File: config.mk
export PLATFORM = sky130hd
export DESIGN_NAME = fixed_frame_sum_checksum_deframer_unit_flat
export DESIGN_NICKNAME = d
export VERILOG_FILES = /design/src/design/ffsd_pkg.sv /design/src/design/ffsd_if.sv /design/src/design/fixed_frame_sum_checksum_deframer_unit.sv /design/src/flat_wrapper.sv
export SDC_FILE = /design/constraint.sdc
export NUM_CORES = 1
export LEC_CHECK = 0
export BUFFER_PORTS_ARGS = -buffer_cell sky130_fd_sc_hd__clkbuf_2
export CELL_PAD_IN_SITES_DETAIL_PLACEMENT = 1
export CELL_PAD_IN_SITES_GLOBAL_PLACEMENT = 2
export CORE_MARGIN = 4
export CORE_UTILIZATION = 42
export DETAILED_ROUTE_END_ITERATION = 12
export PLACE_DENSITY = 0.82
export SLEW_MARGIN = 20
export SYNTH_ARGS = -nofsm -noshare
export SYNTH_HDL_FRONTEND = slang
export SYNTH_SLANG_ARGS = --single-unit
File: constraint.sdc
create_clock -name clk -period 4.55 [get_ports clk]
set_input_delay 0.2275 -clock clk [delete_from_list [all_inputs] [get_ports clk]]
set_output_delay 0.2275 -clock clk [all_outputs]
set_load 0.01 [all_outputs]
File: src/design/ffsd_pkg.sv
// Shared constants and types for the fixed-frame sum-checksum deframer.
`default_nettype none

package ffsd_pkg;

	// Default frame length in bytes, header and checksum included.
	localparam int unsigned FrameLenDefault = 67;

	// Header value after reset.
	localparam logic [7:0] HeaderReset = 8'hc8;

	// Field widths.
	localparam int unsigned ByteW  = 8;
	localparam int unsigned IndexW = 7;
	localparam int unsigned CountW = 16;

	typedef logic [ByteW-1:0]  byte_t;
	typedef logic [IndexW-1:0] index_t;
	typedef logic [CountW-1:0] count_t;

	// One result request as it leaves the block.
	typedef struct packed {
		byte_t  byte_out;
		index_t byte_index;
		logic   in_frame;
		logic   frame_end;
		logic   frame_ok;
		count_t header_errors;
		count_t checksum_errors;
	} result_t;

	// Counter increment that sticks at the top value.
	function automatic count_t sat_inc(input count_t v);
		sat_inc = (v == {CountW{1'b1}}) ? v : count_t'(v + count_t'(1));
	endfunction

endpackage

`default_nettype wire

File: src/design/ffsd_if.sv
// Valid/ready channel interfaces for received bytes and deframer results.
`default_nettype none

interface ffsd_byte_if;
	import ffsd_pkg::*;
	logic  valid;
	logic  ready;
	byte_t rx_byte;

	modport source (output valid, output rx_byte, input ready);
	modport sink (input valid, input rx_byte, output ready);
endinterface

interface ffsd_result_if;
	import ffsd_pkg::*;
	logic   valid;
	logic   ready;
	byte_t  byte_out;
	index_t byte_index;
	logic   in_frame;
	logic   frame_end;
	logic   frame_ok;
	count_t header_errors;
	count_t checksum_errors;

	modport source (
		output valid, output byte_out, output byte_index, output in_frame,
		output frame_end, output frame_ok, output header_errors,
		output checksum_errors, input ready
	);
	modport sink (
		input valid, input byte_out, input byte_index, input in_frame,
		input frame_end, input frame_ok, input header_errors,
		input checksum_errors, output ready
	);
endinterface

`default_nettype wire

File: src/design/fixed_frame_sum_checksum_deframer_unit.sv
// Top level of the fixed-frame sum-checksum deframer.
//
//  Channel  Dir  Handshake            Payload
//  rx       in   rx.valid/rx.ready    rx_byte
//  frm      out  frm.valid/frm.ready  byte, index, flags, error counters
//  cfg      in   cfg_we               cfg_wdata = header byte
//
// Each byte passes an input register (_s1) and a result register (_s2), one
// request per cycle sustained while frm.ready stays high. The running sum, the
// frame position and the counters update in the single step from _s1 to _s2.
// A stalled result holds both stages; a free result stage lets a new byte in
// on the same cycle. arst_n clears control state and the counters and loads
// the header register with 0xc8.
`default_nettype none

module fixed_frame_sum_checksum_deframer_unit import ffsd_pkg::*; #(
	parameter int unsigned FRAME_LEN = FrameLenDefault
) (
	input  wire logic   clk,
	input  wire logic   arst_n,
	ffsd_byte_if.sink   rx,
	ffsd_result_if.source frm,
	input  wire logic   cfg_we,
	input  wire byte_t  cfg_wdata
);

	// Compare points of the frame, one bit wider than the index.
	localparam logic [IndexW:0] SumHighPos = (IndexW+1)'(FRAME_LEN - 2);
	localparam logic [IndexW:0] LastPos    = (IndexW+1)'(FRAME_LEN - 1);

	// Header register.
	byte_t header_q;
	always_ff @(posedge clk or negedge arst_n) begin
		if (!arst_n) begin
			header_q <= HeaderReset;
		end else if (cfg_we) begin
			header_q <= cfg_wdata;
		end
	end

	// Pipeline handshake.
	logic    valid_s1, valid_s2;
	byte_t   byte_s1;
	result_t res_s2;
	logic    adv_s2, adv_s1;

	assign adv_s2   = valid_s1 && (!valid_s2 || frm.ready);
	assign adv_s1   = rx.valid && rx.ready;
	assign rx.ready = !valid_s1 || adv_s2;

	// Frame state.
	logic   reading_q;
	index_t pos_q;
	count_t sum_q;
	byte_t  sum_high_q;
	count_t stray_q;
	count_t bad_q;

	// Next-state and result logic for the byte in the input register.
	logic           hdr_hit;
	logic [IndexW:0] pos_ext;
	logic           is_last;
	logic           sum_good;
	logic           reading_d;
	index_t         pos_d;
	count_t         sum_d;
	count_t         stray_d;
	count_t         bad_d;
	result_t        res_d;

	always_comb begin
		hdr_hit   = !reading_q && (byte_s1 == header_q);
		pos_ext   = {1'b0, pos_q};
		is_last   = reading_q && (pos_ext >= LastPos);
		sum_good  = ({sum_high_q, byte_s1} == sum_q);
		reading_d = reading_q;
		pos_d     = pos_q;
		sum_d     = sum_q;
		stray_d   = stray_q;
		bad_d     = bad_q;
		if (!reading_q) begin
			if (hdr_hit) begin
				reading_d = 1'b1;
				pos_d     = index_t'(1);
				sum_d     = count_t'(byte_s1);
			end else begin
				pos_d   = '0;
				stray_d = sat_inc(stray_q);
			end
		end else begin
			if (pos_ext < SumHighPos) begin
				sum_d = count_t'(sum_q + count_t'(byte_s1));
			end
			if (is_last) begin
				reading_d = 1'b0;
				pos_d     = '0;
				if (!sum_good) begin
					bad_d = sat_inc(bad_q);
				end
			end else begin
				pos_d = index_t'(pos_q + index_t'(1));
			end
		end
		res_d.byte_out        = byte_s1;
		res_d.byte_index      = reading_q ? pos_q : '0;
		res_d.in_frame        = reading_q || hdr_hit;
		res_d.frame_end       = is_last;
		res_d.frame_ok        = is_last && sum_good;
		res_d.header_errors   = stray_d;
		res_d.checksum_errors = bad_d;
	end

	// Control state, counters and stage valids.
	always_ff @(posedge clk or negedge arst_n) begin
		if (!arst_n) begin
			valid_s1  <= 1'b0;
			valid_s2  <= 1'b0;
			reading_q <= 1'b0;
			pos_q     <= '0;
			sum_q     <= '0;
			stray_q   <= '0;
			bad_q     <= '0;
		end else begin
			if (adv_s1) begin
				valid_s1 <= 1'b1;
			end else if (adv_s2) begin
				valid_s1 <= 1'b0;
			end
			if (adv_s2) begin
				valid_s2  <= 1'b1;
				reading_q <= reading_d;
				pos_q     <= pos_d;
				sum_q     <= sum_d;
				stray_q   <= stray_d;
				bad_q     <= bad_d;
			end else if (frm.ready) begin
				valid_s2 <= 1'b0;
			end
		end
	end

	// Payload registers.
	always_ff @(posedge clk) begin
		if (adv_s1) begin
			byte_s1 <= rx.rx_byte;
		end
		if (adv_s2) begin
			res_s2 <= res_d;
			if (reading_q && (pos_ext == SumHighPos)) begin
				sum_high_q <= byte_s1;
			end
		end
	end

	// Result port.
	assign frm.valid           = valid_s2;
	assign frm.byte_out        = res_s2.byte_out;
	assign frm.byte_index      = res_s2.byte_index;
	assign frm.in_frame        = res_s2.in_frame;
	assign frm.frame_end       = res_s2.frame_end;
	assign frm.frame_ok        = res_s2.frame_ok;
	assign frm.header_errors   = res_s2.header_errors;
	assign frm.checksum_errors = res_s2.checksum_errors;

	// The frame position never reaches the frame length.
	a_pos_range: assert property (@(posedge clk) disable iff (!arst_n)
		{1'b0, pos_q} <= LastPos)
		else $error("frame position out of range");

	// While idle the position is at the start.
	a_idle_pos: assert property (@(posedge clk) disable iff (!arst_n)
		!reading_q |-> pos_q == '0)
		else $error("idle with nonzero position");

	// A frame end or a good frame only comes from a byte inside a frame, and a good frame also marks the frame end.
	a_end_member: assert property (@(posedge clk) disable iff (!arst_n)
		valid_s2 && (res_s2.frame_end || res_s2.frame_ok) |->
		res_s2.in_frame && res_s2.frame_end)
		else $error("frame flags without frame membership");

	// The last byte of a frame leaves the block idle.
	a_end_idle: assert property (@(posedge clk) disable iff (!arst_n)
		adv_s2 && is_last |=> !reading_q)
		else $error("still reading after frame end");

endmodule

`default_nettype wire
File: src/flat_wrapper.sv
// flat-port wrapper written by rule: the top's interface ports become plain ports
module fixed_frame_sum_checksum_deframer_unit_flat import ffsd_pkg::*;
#(
	parameter int unsigned FRAME_LEN = FrameLenDefault
)
  (clk, arst_n, cfg_we, cfg_wdata, rx_valid, rx_rx_byte, rx_ready, frm_valid, frm_byte_out, frm_byte_index, frm_in_frame, frm_frame_end, frm_frame_ok, frm_header_errors, frm_checksum_errors, frm_ready);
  ffsd_byte_if rx_i ();
  ffsd_result_if frm_i ();
  input  wire logic clk;
  input  wire logic arst_n;
  input  wire logic cfg_we;
  input  wire byte_t cfg_wdata;
  input wire logic [$bits(rx_i.valid)-1:0] rx_valid;
  input wire logic [$bits(rx_i.rx_byte)-1:0] rx_rx_byte;
  output wire logic [$bits(rx_i.ready)-1:0] rx_ready;
  output wire logic [$bits(frm_i.valid)-1:0] frm_valid;
  output wire logic [$bits(frm_i.byte_out)-1:0] frm_byte_out;
  output wire logic [$bits(frm_i.byte_index)-1:0] frm_byte_index;
  output wire logic [$bits(frm_i.in_frame)-1:0] frm_in_frame;
  output wire logic [$bits(frm_i.frame_end)-1:0] frm_frame_end;
  output wire logic [$bits(frm_i.frame_ok)-1:0] frm_frame_ok;
  output wire logic [$bits(frm_i.header_errors)-1:0] frm_header_errors;
  output wire logic [$bits(frm_i.checksum_errors)-1:0] frm_checksum_errors;
  input wire logic [$bits(frm_i.ready)-1:0] frm_ready;
  assign rx_i.valid = rx_valid;
  assign rx_i.rx_byte = rx_rx_byte;
  assign rx_ready = rx_i.ready;
  assign frm_valid = frm_i.valid;
  assign frm_byte_out = frm_i.byte_out;
  assign frm_byte_index = frm_i.byte_index;
  assign frm_in_frame = frm_i.in_frame;
  assign frm_frame_end = frm_i.frame_end;
  assign frm_frame_ok = frm_i.frame_ok;
  assign frm_header_errors = frm_i.header_errors;
  assign frm_checksum_errors = frm_i.checksum_errors;
  assign frm_i.ready = frm_ready;
  fixed_frame_sum_checksum_deframer_unit #(.FRAME_LEN(FRAME_LEN)) u_core (.clk(clk), .arst_n(arst_n), .rx(rx_i), .frm(frm_i), .cfg_we(cfg_we), .cfg_wdata(cfg_wdata));
endmodule
# Word level (Yosys, flattened, before mapping)
# Index checks and enable logic that the tools add are counted.
# word_totals
ff_bits,132
wordCells,66
# classes
n_addsub,4
n_lt_le_gt_ge,2
eq_ne,6
mux,20
reduce_logical,17
# op_table
op,n
$mux W16,10
$add A16 B1 Y16 const B,2
$eq A16 B16 Y1 const B,2
$add A16 B8 Y16,1
$eq A16 B16 Y1,1
$mux W7,2
$eq A8 B8 Y1,1
$mux W1,8
$add A7 B1 Y7 const B,1
$eq A7 B7 Y1 const B,1
$ge A7 B7 Y1 const B,1
$lt A7 B7 Y1 const B,1
$logic_and A1 B1 Y1,6
$reduce_bool A2 Y1,3
$logic_not A1 Y1,3
$logic_or A1 B1 Y1,3
$reduce_and A3 Y1,1
$ne A2 B2 Y1 const B,1
$reduce_and A2 Y1,1

# Logic depth before layout (Yosys ltp)
# Gate-level depths: netlist (run 1).
# logic_depth
word_depth,6
mapped_depth,8
depth_no_buf,8

# Worst setup path after synthesis (run 1)
# OpenSTA, ideal clock, no wires.
# synth_path
kind,register to register
start,"register u_core.valid_s2, in the netlist u_core.frm.valid"
end,register u_core.pos_q[4]
arrival_ps,2923
required_time_ps,4452
setup_slack_ps,1530
path_stages_with_launch,7
path_buffers,1
period_less_slack_ps,3020
cell_sequence,dfrtp_1 -> nand2b_1 -> nand2_1 -> inv_1 -> clkbuf_1 -> nand3_1 -> o31ai_1
# synth_via
elab_chain_cells,3
# synth_rtl
element,line,source
start: declaration,fixed_frame_sum_checksum_deframer_unit.sv:42,"logic valid_s1, valid_s2;"
start signal: assignment,fixed_frame_sum_checksum_deframer_unit.sv:117,valid_s2 <= 1'b0;
start signal: assignment,fixed_frame_sum_checksum_deframer_unit.sv:130,valid_s2 <= 1'b1;
start signal: assignment,fixed_frame_sum_checksum_deframer_unit.sv:137,valid_s2 <= 1'b0;
$logic_not A1 Y1,fixed_frame_sum_checksum_deframer_unit.sv:47,assign adv_s2 = valid_s1 && (!valid_s2 || frm.ready);
$logic_or A1 B1 Y1,fixed_frame_sum_checksum_deframer_unit.sv:47,
$logic_and A1 B1 Y1,fixed_frame_sum_checksum_deframer_unit.sv:47,
net u_core.adv_s2,fixed_frame_sum_checksum_deframer_unit.sv:45,"logic adv_s2, adv_s1;"
end signal: assignment,fixed_frame_sum_checksum_deframer_unit.sv:132,pos_q <= pos_d;
end: declaration,fixed_frame_sum_checksum_deframer_unit.sv:53,index_t pos_q;
# The timed path passes the listed nets, and every way through them passes these cells.
# A chain may end at the register's enable or synchronous reset.

# Worst setup path in the final report (run 1)
# layout_path
start,register u_core.byte_s1[4]
end,"register u_core.res_s2, in the netlist u_core.frm.checksum_errors[1], data pin"
# layout_via
elab_chain_cells,4
# layout_rtl
element,line,source
start: declaration,fixed_frame_sum_checksum_deframer_unit.sv:43,byte_t byte_s1;
start signal: assignment,fixed_frame_sum_checksum_deframer_unit.sv:145,byte_s1 <= rx.rx_byte;
$eq A16 B16 Y1,fixed_frame_sum_checksum_deframer_unit.sv:75,"sum_good = ({sum_high_q, byte_s1} == sum_q);"
$mux W16,fixed_frame_sum_checksum_deframer_unit.sv:97,if (!sum_good) begin
$mux W16,fixed_frame_sum_checksum_deframer_unit.sv:94,if (is_last) begin
$mux W16,fixed_frame_sum_checksum_deframer_unit.sv:81,if (!reading_q) begin
net u_core.bad_d[1],fixed_frame_sum_checksum_deframer_unit.sv:68,count_t bad_d;
end signal: assignment,fixed_frame_sum_checksum_deframer_unit.sv:148,res_s2 <= res_d;
end: declaration,fixed_frame_sum_checksum_deframer_unit.sv:44,result_t res_s2;
# The timed path passes the listed nets, and every way through them passes these cells.

==> results of run 1 <==
==> what timing repair did <==
action                                 4_1_cts  5_1_grt
setup buffers                                0        0
setup endpoints to repair                    0        0
hold buffers                                 8        0
endpoints found under the hold margin        9        0
==> worst max-delay path: cells and delay by family, from the launching register on <==
family                   cells  cell delay [ns]
flip-flops                   1             0.46
AND/OR/NAND/NOR              4             1.84
adder cells (fa/ha/maj)      1             0.41
multiplexers                 1             0.39
==> registers in the layout (all words and copies together) (netlist names), 7 cells and up <==
register,count
u_core.frm.byte_index,7
u_core.pos_q,7
u_core.frm.byte_out,8
u_core.frm.checksum_errors,16
u_core.frm.header_errors,16
u_core.byte_s1,8
u_core.header_q,8
u_core.sum_high_q,8
u_core.stray_q,16
u_core.sum_q,16
u_core.bad_q,16
==> layout make-up <==
class	instances	area (um2)	share of cell area, %
clock inverter	10	155	2.07
timing repair buffer	85	478	6.39
tap	184	230	3.08
multi-input combinational	367	2480	33.2
clock buffer	22	454	6.07
sequential	132	3640	48.6
inverter	11	41.3	0.552
==> cell usage after synthesis (all sizes together) (5+ instances only) <==
master,n,area [um2]
and3,12,75.1
and2,11,68.8
o31ai,9,67.6
edfxtp,66,1980
inv,11,41.3
mux2i,8,80.1
mux2,22,248
clkbuf,12,45.0
or4,5,41.3
xnor2,40,350
nor3,12,60.1
xor2,30,263
o21ai,19,95.1
nor2,39,146
nand2,57,216
ha,13,163
nand3,17,85.1
nand4,15,93.8
dfrtp,63,1580
nand2b,6,37.5
a21oi,14,81.3
nor4,6,37.5
==> report_power, final <==
| group | switching [W] | leakage (nW) | internal [W] | total (W) |
|---|---|---|---|---|
| clock network | 0.000498 | 0.294 | 0.000927 | 0.00142 |
| logic | 0.000348 | 1.36 | 0.000267 | 0.000615 |
| registers | 0.000117 | 1.51 | 0.00141 | 0.00152 |
| total | 0.000963 | 3.17 | 0.00260 | 0.00356 |
==> layer usage <==
| layer | GRT usage [%] | vias to the layer above |
|---|---|---|
| met1 | 24.1 | 2213 |
| li1 | - | 2065 |
| met5 | 0 | - |
| met4 | 5.75 | 0 |
| met2 | 32.1 | 85 |
| met3 | 4.53 | 17 |
==> final timing paths <==
check / from / end / slack [ns]
max: u_core.byte_s1[4] / u_core.frm.checksum_errors[1] / 1.20
max in group asynchronous: arst_n / u_core.stray_q[8] / 3.09
min reg2reg: u_core.sum_q[6] / u_core.sum_q[6] / 0.50
min in group asynchronous: arst_n / u_core.pos_q[3] / 0.49
min: rx_valid / u_core.valid_s1 / 0.03
max reg2reg: u_core.byte_s1[4] / u_core.frm.checksum_errors[1] / 1.20
==> cell usage in the layout (no fill, tap or decap), drive strengths merged, types with 4 or more instances in the layout <==
master       netlist  routed
ha                13      13
clkinv             0       4
clkbuf            12      93
dfrtp             63      63
xnor2             40      40
nand2b             6       6
o21ai             19      19
and2              11      11
bufinv             0       4
nand4             15      15
a21oi             14      14
nor3              12      12
nand3             17      17
nand2             57      57
nor2              39      39
mux2              22      22
edfxtp            66      66
nor4               6       6
xor2              30      30
a31oi              4       4
o31ai              9       9
mux2i              8       8
inv               11      11
buf                3       6
or4                5       5
and3              12      12
dlygate4sd3        0       8
==> cells by family (layout without fill, tap and decap cells) <==
logic type / count (synthesis) / in the layout / synth area share [%]
muxes: 30 / 30 / 5.28
DFF: 132 / 132 / 58.6
buffers and inverters: 26 / 128 / 1.61
and+or+nand+nor: 192 / 192 / 15.4
xor gates and xnor gates: 70 / 70 / 9.88
AOI/OAI and AO/OA: 61 / 61 / 6.33
adders and majority gates: 14 / 14 / 2.94
==> per-stage QoR <==
step / area [um2] / hold slack, ns / instances
floorplan: 6210 / -0.0681 / 525
global route: 7480 / 0.0184 / 811
CTS: 7470 / 0.0111 / 811
detailed placement: 6780 / 0.409 / 771
global placement: 6780 / 0.409 / 771
finish: 7480 / 0.0308 / 811
==> summary.md, run 1 <==
| Metric | Value |
|---|---|
| Mapped cell area | `6210 um2` |
| Final Total Pwr | `0.00356 W` |
| Distinct cell type count after synthesis | `47` |
| Final WL | `14.8 mm` |
| Clock Sinks | `132` |
| Final Hold Fails | `0` |
| Final core occ | `51.5%` |
| Die Wd | `130 um` |
| Setup TNS | `0 ns` |
| Met3 wire len | `533 um` |
| Wire per inst | `18.2 um` |
| Hold WC Path Type | `input port to register` |
| Element type at the critical path end | `register` |
| Most used cell, CP | `nor4_1` |
| Die Footprint | `~17000 um2` |
| Routability Congestion | `0.810` |
| Max-slew violation count | `0` |
| Worst-path fanout max | `13` |
| Setup ws final | `about 1.2 ns` |
| Vias in the first global route | `about 4700` |
| Final period util | `approximately three quarters` |
| First-pass GRT wire length | `24.5 mm` |
| Clk_lat worst skew | `0.42 ns` |
| Depth of the most critical reg-to-reg path | `6` |
| Total GRT Usage | `a little under a fifth` |
| CTS tree | `yes` |
| Leakage | `3.17 nW` |
| IO buf count | `72` |
| Max Buffers Root-to-Sink | `2` |
| Chip Height | `between 100 and 150 um` |
| Global route overflow | `0` |
| First-pass iteration count of the detailed router | `4` |
| Post-synth EDFFs | `66` |
| Period minus WS final | `around 3.3 ns` |
| Post-DR vias/cell | `between 5 and 6` |
| Register area share after synthesis | `between 50% and 60%` |
| Antenna cell count | `0` |
| Post-synthesis async set-or-reset flop share | `approximately half` |
| H-tree depth | `4` |
| Post-Route Skew | `0.00719 ns` |
| Routed Antenna Nets | `0` |
| Worst-margin pin slew | `0.981 ns` |
| # IOs | `73` |
| Syn_area_per_cell | `11.8 um2` |
| Layout area overhead | `20.5%` |
| Core footprint | `approximately 15000 um2` |
| Initial antenna violation count | `0` |
| DRC | `0` |
| Met2 wire len | `roughly 7.5 mm` |
| CTS root buf | `clkbuf_16` |
| Nets | `649` |
| Max-cap violation count | `0` |
| Fillers | `1573` |
| Share of layout cells above drive strength 1 | `22.6%` |
| Cells after Synth | `around 530` |
| Fmax | `299 MHz` |
| Max incr delay on CP | `0.78 ns` |
| Pwr Density | `around 480 nW/um2` |
| Setup WS pre-CTS | `1.16 ns` |
| Setup-failing EPs final | `0` |
| Yosys warning total | `0` |
| Worst Path Required | `4.71 ns` |
| Max layer used | `met4` |
| Crit path kind | `register to register` |
| Headroom to the max-slew limit | `34.0%` |
| FP Rows | `44` |
| Reg clk slew, reported paths | `0.05 ns` |
| Hold path depth | `2` |
| Hpwl dp | `10.2 mm` |
| Crit path cell chain | `ha_1 -> nor4_1 -> nand4_1 -> nor4_1 -> or3_1 -> mux2_2` |
| Post-CTS sizing | `0` |
| Unrepaired setup endpoints after global routing | `no` |
| Slowest CP cell | `nor4_1` |
| Initial Utilization | `42.7%` |
| CTS buffer count | `17` |
| Vias | `4380` |
| Starting DRT DRC Count | `226` |
| Synthesized Nets | `560` |
| Largest net degree at the start of global routing | `41` |
| Met1 Routed Length | `6.59 mm` |
| Synth Register Bits | `132` |
| Main synth FF type | `edfxtp_1` |
| Status | `complete, no violations` |
| Critical path arrival | `3.51 ns` |
| CP Launch Type | `register` |
| VDD IR max | `281 uV` |
Power figures use the tool's default switching activity.
==> run 2, diff against run 1 <==
--- a/config.mk
+++ b/config.mk
@@ -9,9 +9,9 @@
 export CELL_PAD_IN_SITES_DETAIL_PLACEMENT = 1
 export CELL_PAD_IN_SITES_GLOBAL_PLACEMENT = 2
 export CORE_MARGIN = 4
-export CORE_UTILIZATION = 42
+export CORE_UTILIZATION = 35
 export DETAILED_ROUTE_END_ITERATION = 12
-export PLACE_DENSITY = 0.82
+export PLACE_DENSITY = 0.73
 export SLEW_MARGIN = 20
 export SYNTH_ARGS = -nofsm -noshare
 export SYNTH_HDL_FRONTEND = slang
==> constraint.sdc (replaced) <==
create_clock -name clk -period 2.7 [get_ports clk]
set_input_delay 0.135 -clock clk [delete_from_list [all_inputs] [get_ports clk]]
set_output_delay 0.135 -clock clk [all_outputs]
set_load 0.01 [all_outputs]
==> run 2 against run 1 <==
- global-route usage is 2.6 points lower
- clock power is 48% higher
- power is 64% higher
- clock skew is 0.0021 ns higher
- sequential share of layout area is 2.2 points lower
- register-to-register slack worse by 1.0 ns
- hold slack better by 0.10 ns
- count of clock-buffer cells in the layout is 5 lower
- cell count is 10% higher
- critical path type unchanged
- die area is 19% higher
- worst setup slack worse by 1.0 ns
- first-iteration DRC count is 29% lower
==> summary.md, run 2 (synthesized netlist as in run 1, its figures left out) <==
| Metric | Value |
|---|---|
| CTS root buf | `clkbuf_16` |
| CTS buffer count | `17 (unchanged)` |
| CP Launch Type | `register` |
| Max Buffers Root-to-Sink | `2 (unchanged)` |
| VDD IR max | `402 uV (+43%)` |
| Vias in the first global route | `4941 (+5.0%)` |
| Nets | `692 (+6.6%)` |
| Period minus WS final | `2.54 ns (-0.806 ns)` |
| Post-Route Skew | `0.00925 ns (+0.00206 ns)` |
| Hpwl dp | `10.9 mm (+6.9%)` |
| Crit path kind | `register to register` |
| CTS tree | `yes` |
| Worst-path fanout max | `8 (-5)` |
| Post-DR vias/cell | `4.96 (-8.1%)` |
| Routability Congestion | `0.787 (-2.8%)` |
| Max-slew violation count | `0 (unchanged)` |
| Core footprint | `17400 um2 (+19%)` |
| Flop pwr share | `43.5% (+0.8 points)` |
| Fmax | `394 MHz (+32%)` |
| Largest net degree at the start of global routing | `43 (+4.9%)` |
| Global route overflow | `0 (unchanged)` |
| Critical path arrival | `2.71 ns (-0.80 ns)` |
| FP Rows | `48 (+9.1%)` |
| Max-cap violation count | `0 (unchanged)` |
| Antenna cell count | `0 (unchanged)` |
| Die Wd | `141 um (+9.0%)` |
| Cell area after placement | `7070 um2 (+4.2%)` |
| First-pass iteration count of the detailed router | `4 (unchanged)` |
| DRC | `0 (unchanged)` |
| Initial antenna violation count | `0 (unchanged)` |
| IO buf count | `72 (unchanged)` |
| Placed instance count | `841 (+9.1%)` |
| Clock Sinks | `132 (unchanged)` |
| Share of layout cells above drive strength 1 | `26.9% (+4.2 points)` |
| Wire per inst | `16.9 um (-7.4%)` |
| Met3 wire len | `507 um (-4.9%)` |
| Element type at the critical path end | `register` |
| Max layer used | `met4` |
| Clk_lat worst skew | `0.42 ns (about the same)` |
| Switching Share | `29.9% (+2.9 points)` |
| Vias | `4443 (+1.4%)` |
| Fin cells | `895 (+10%)` |
| Setup WS pre-CTS | `-0.0227 ns (-1.18 ns)` |
| Met1 Routed Length | `6.54 mm (-0.82%)` |
| Final Hold Fails | `0 (unchanged)` |
| Gate power share | `20.5% (+3.2 points)` |
| Layout area overhead | `26.3%` |
| First-pass GRT wire length | `25.6 mm (+4.8%)` |
| Pwr Density | `744 nW/um2 (+56%)` |
| Final WL | `15.1 mm (+2.2%)` |
| Int Pwr | `0.00409 W (+57%)` |
| Met2 wire len | `7.71 mm (+3.2%)` |
| Total GRT Usage | `16.3% (-2.6 points)` |
| # IOs | `73 (unchanged)` |
| Psw | `0.00175 W (+81%)` |
| Reg clk slew, reported paths | `0.06 ns (about the same)` |
| Initial Utilization | `35.8% (-6.9 points)` |
| Starting DRT DRC Count | `161 (-29%)` |
| Final period util | `94.1% (+21 points)` |
| Worst Path Required | `2.87 ns (-1.84 ns)` |
| Clock Power Share | `36.0% (-4.0 points)` |
| Most frequent cells in the layout | `clkbuf_2, edfxtp_1, dfrtp_1` |
| Routed Antenna Nets | `0 (unchanged)` |
| Leakage | `3.33 nW (+5.3%)` |
| Headroom to the max-slew limit | `54.3% (+20 points)` |
| Final core occ | `45.2% (-6.3 points)` |
| Worst-margin pin slew | `0.686 ns (-0.296 ns)` |
| Hold WC Path Type | `input port to register` |
| Die Footprint | `19900 um2 (+19%)` |
| Post-route cell area | `7840 um2 (+4.8%)` |
| H-tree depth | `4 (unchanged)` |
| Setup ws final | `0.160 ns (-1.04 ns)` |
| Status | `complete, no violations` |
| Fillers | `1882 (+20%)` |
| Hold Slack | `0.135 ns (+0.104 ns)` |
| Commonest non-fill, non-tap cell in the layout | `clkbuf_2` |
| Chip Height | `141 um (+9.0%)` |
| Setup-failing EPs final | `0 (unchanged)` |
==> run 2: through the flow <==
stage	total power, W	TNS (ns)
after floorplan	0.00328	0
after global placement	0.00369	0
after detailed placement	0.00374	-0.0428
after CTS	0.00591	0
after global routing	0.00616	-0.00354
final	0.00583	0
==> run 2: worst max-delay path, cell delays in order, from the launching register on <==
cell	delay (ns)
edfxtp_1	0.49
buf_4	0.19
xnor2_1	0.11
nand4_1	0.19
o21ba_2	0.28
inv_2	0.13
a31oi_1	0.42
buf_4	0.22
nand4_1	0.11
xnor2_1	0.14
==> run 2: repair_timing <==
| item | CTS | global route |
|---|---|---|
| gates resized for setup | 2 | 2 |
| hold endpoints to repair | 42 | 0 |
| buffers inserted | 0 | 3 |
| hold buffers | 19 | 0 |
| gates cloned | 0 | 0 |
| setup endpoints to repair | 9 | 10 |
==> run 2: path summary, 6_finish.rpt <==
kind / end / startpoint / slack [ns] / depth (start not counted)
worst min-delay path: u_core.header_q[5] / cfg_we / 0.13 / 2
worst max-delay path: u_core.frm.header_errors[3] / u_core.byte_s1[0] / 0.16 / 9
worst min register to register: u_core.sum_q[6] / u_core.sum_q[6] / 0.49 / 2
max in group asynchronous: u_core.header_q[3] / arst_n / 1.68 / 3
worst max register to register: u_core.frm.header_errors[3] / u_core.byte_s1[0] / 0.16 / 9
min in group asynchronous: u_core.bad_q[7] / arst_n / 0.28 / 2
==> run 2: layout make-up <==
class                           instances  area (um2)  area share, %
Clock buffer                           17         425           5.43
Clock inverter                         15         108           1.37
Inverter                               11        41.3          0.527
Multi-Input combinational cell        367        2490           31.8
Sequential cell                       132        3640           46.4
Tap cell                              225         282           3.59
Timing Repair Buffer                  128         853           10.9
==> run 2: metal layers <==
metal  global-route usage [%]  up-vias
met5                        0        -
met1                     20.2     2192
met2                     27.7       86
met4                     6.27        0
li1                         -     2143
met3                     3.63       22
==> run 2: power by group through the flow <==
stage | clock (W) | combinational [W] | sequential [W]
finish | 0.00210 | 0.00119 | 0.00254
global route | 0.00226 | 0.00133 | 0.00258
CTS | 0.00216 | 0.00120 | 0.00255
detailed placement | 0 | 0.00116 | 0.00258
global placement | 0 | 0.00113 | 0.00257
floorplan | 0 | 0.000712 | 0.00257
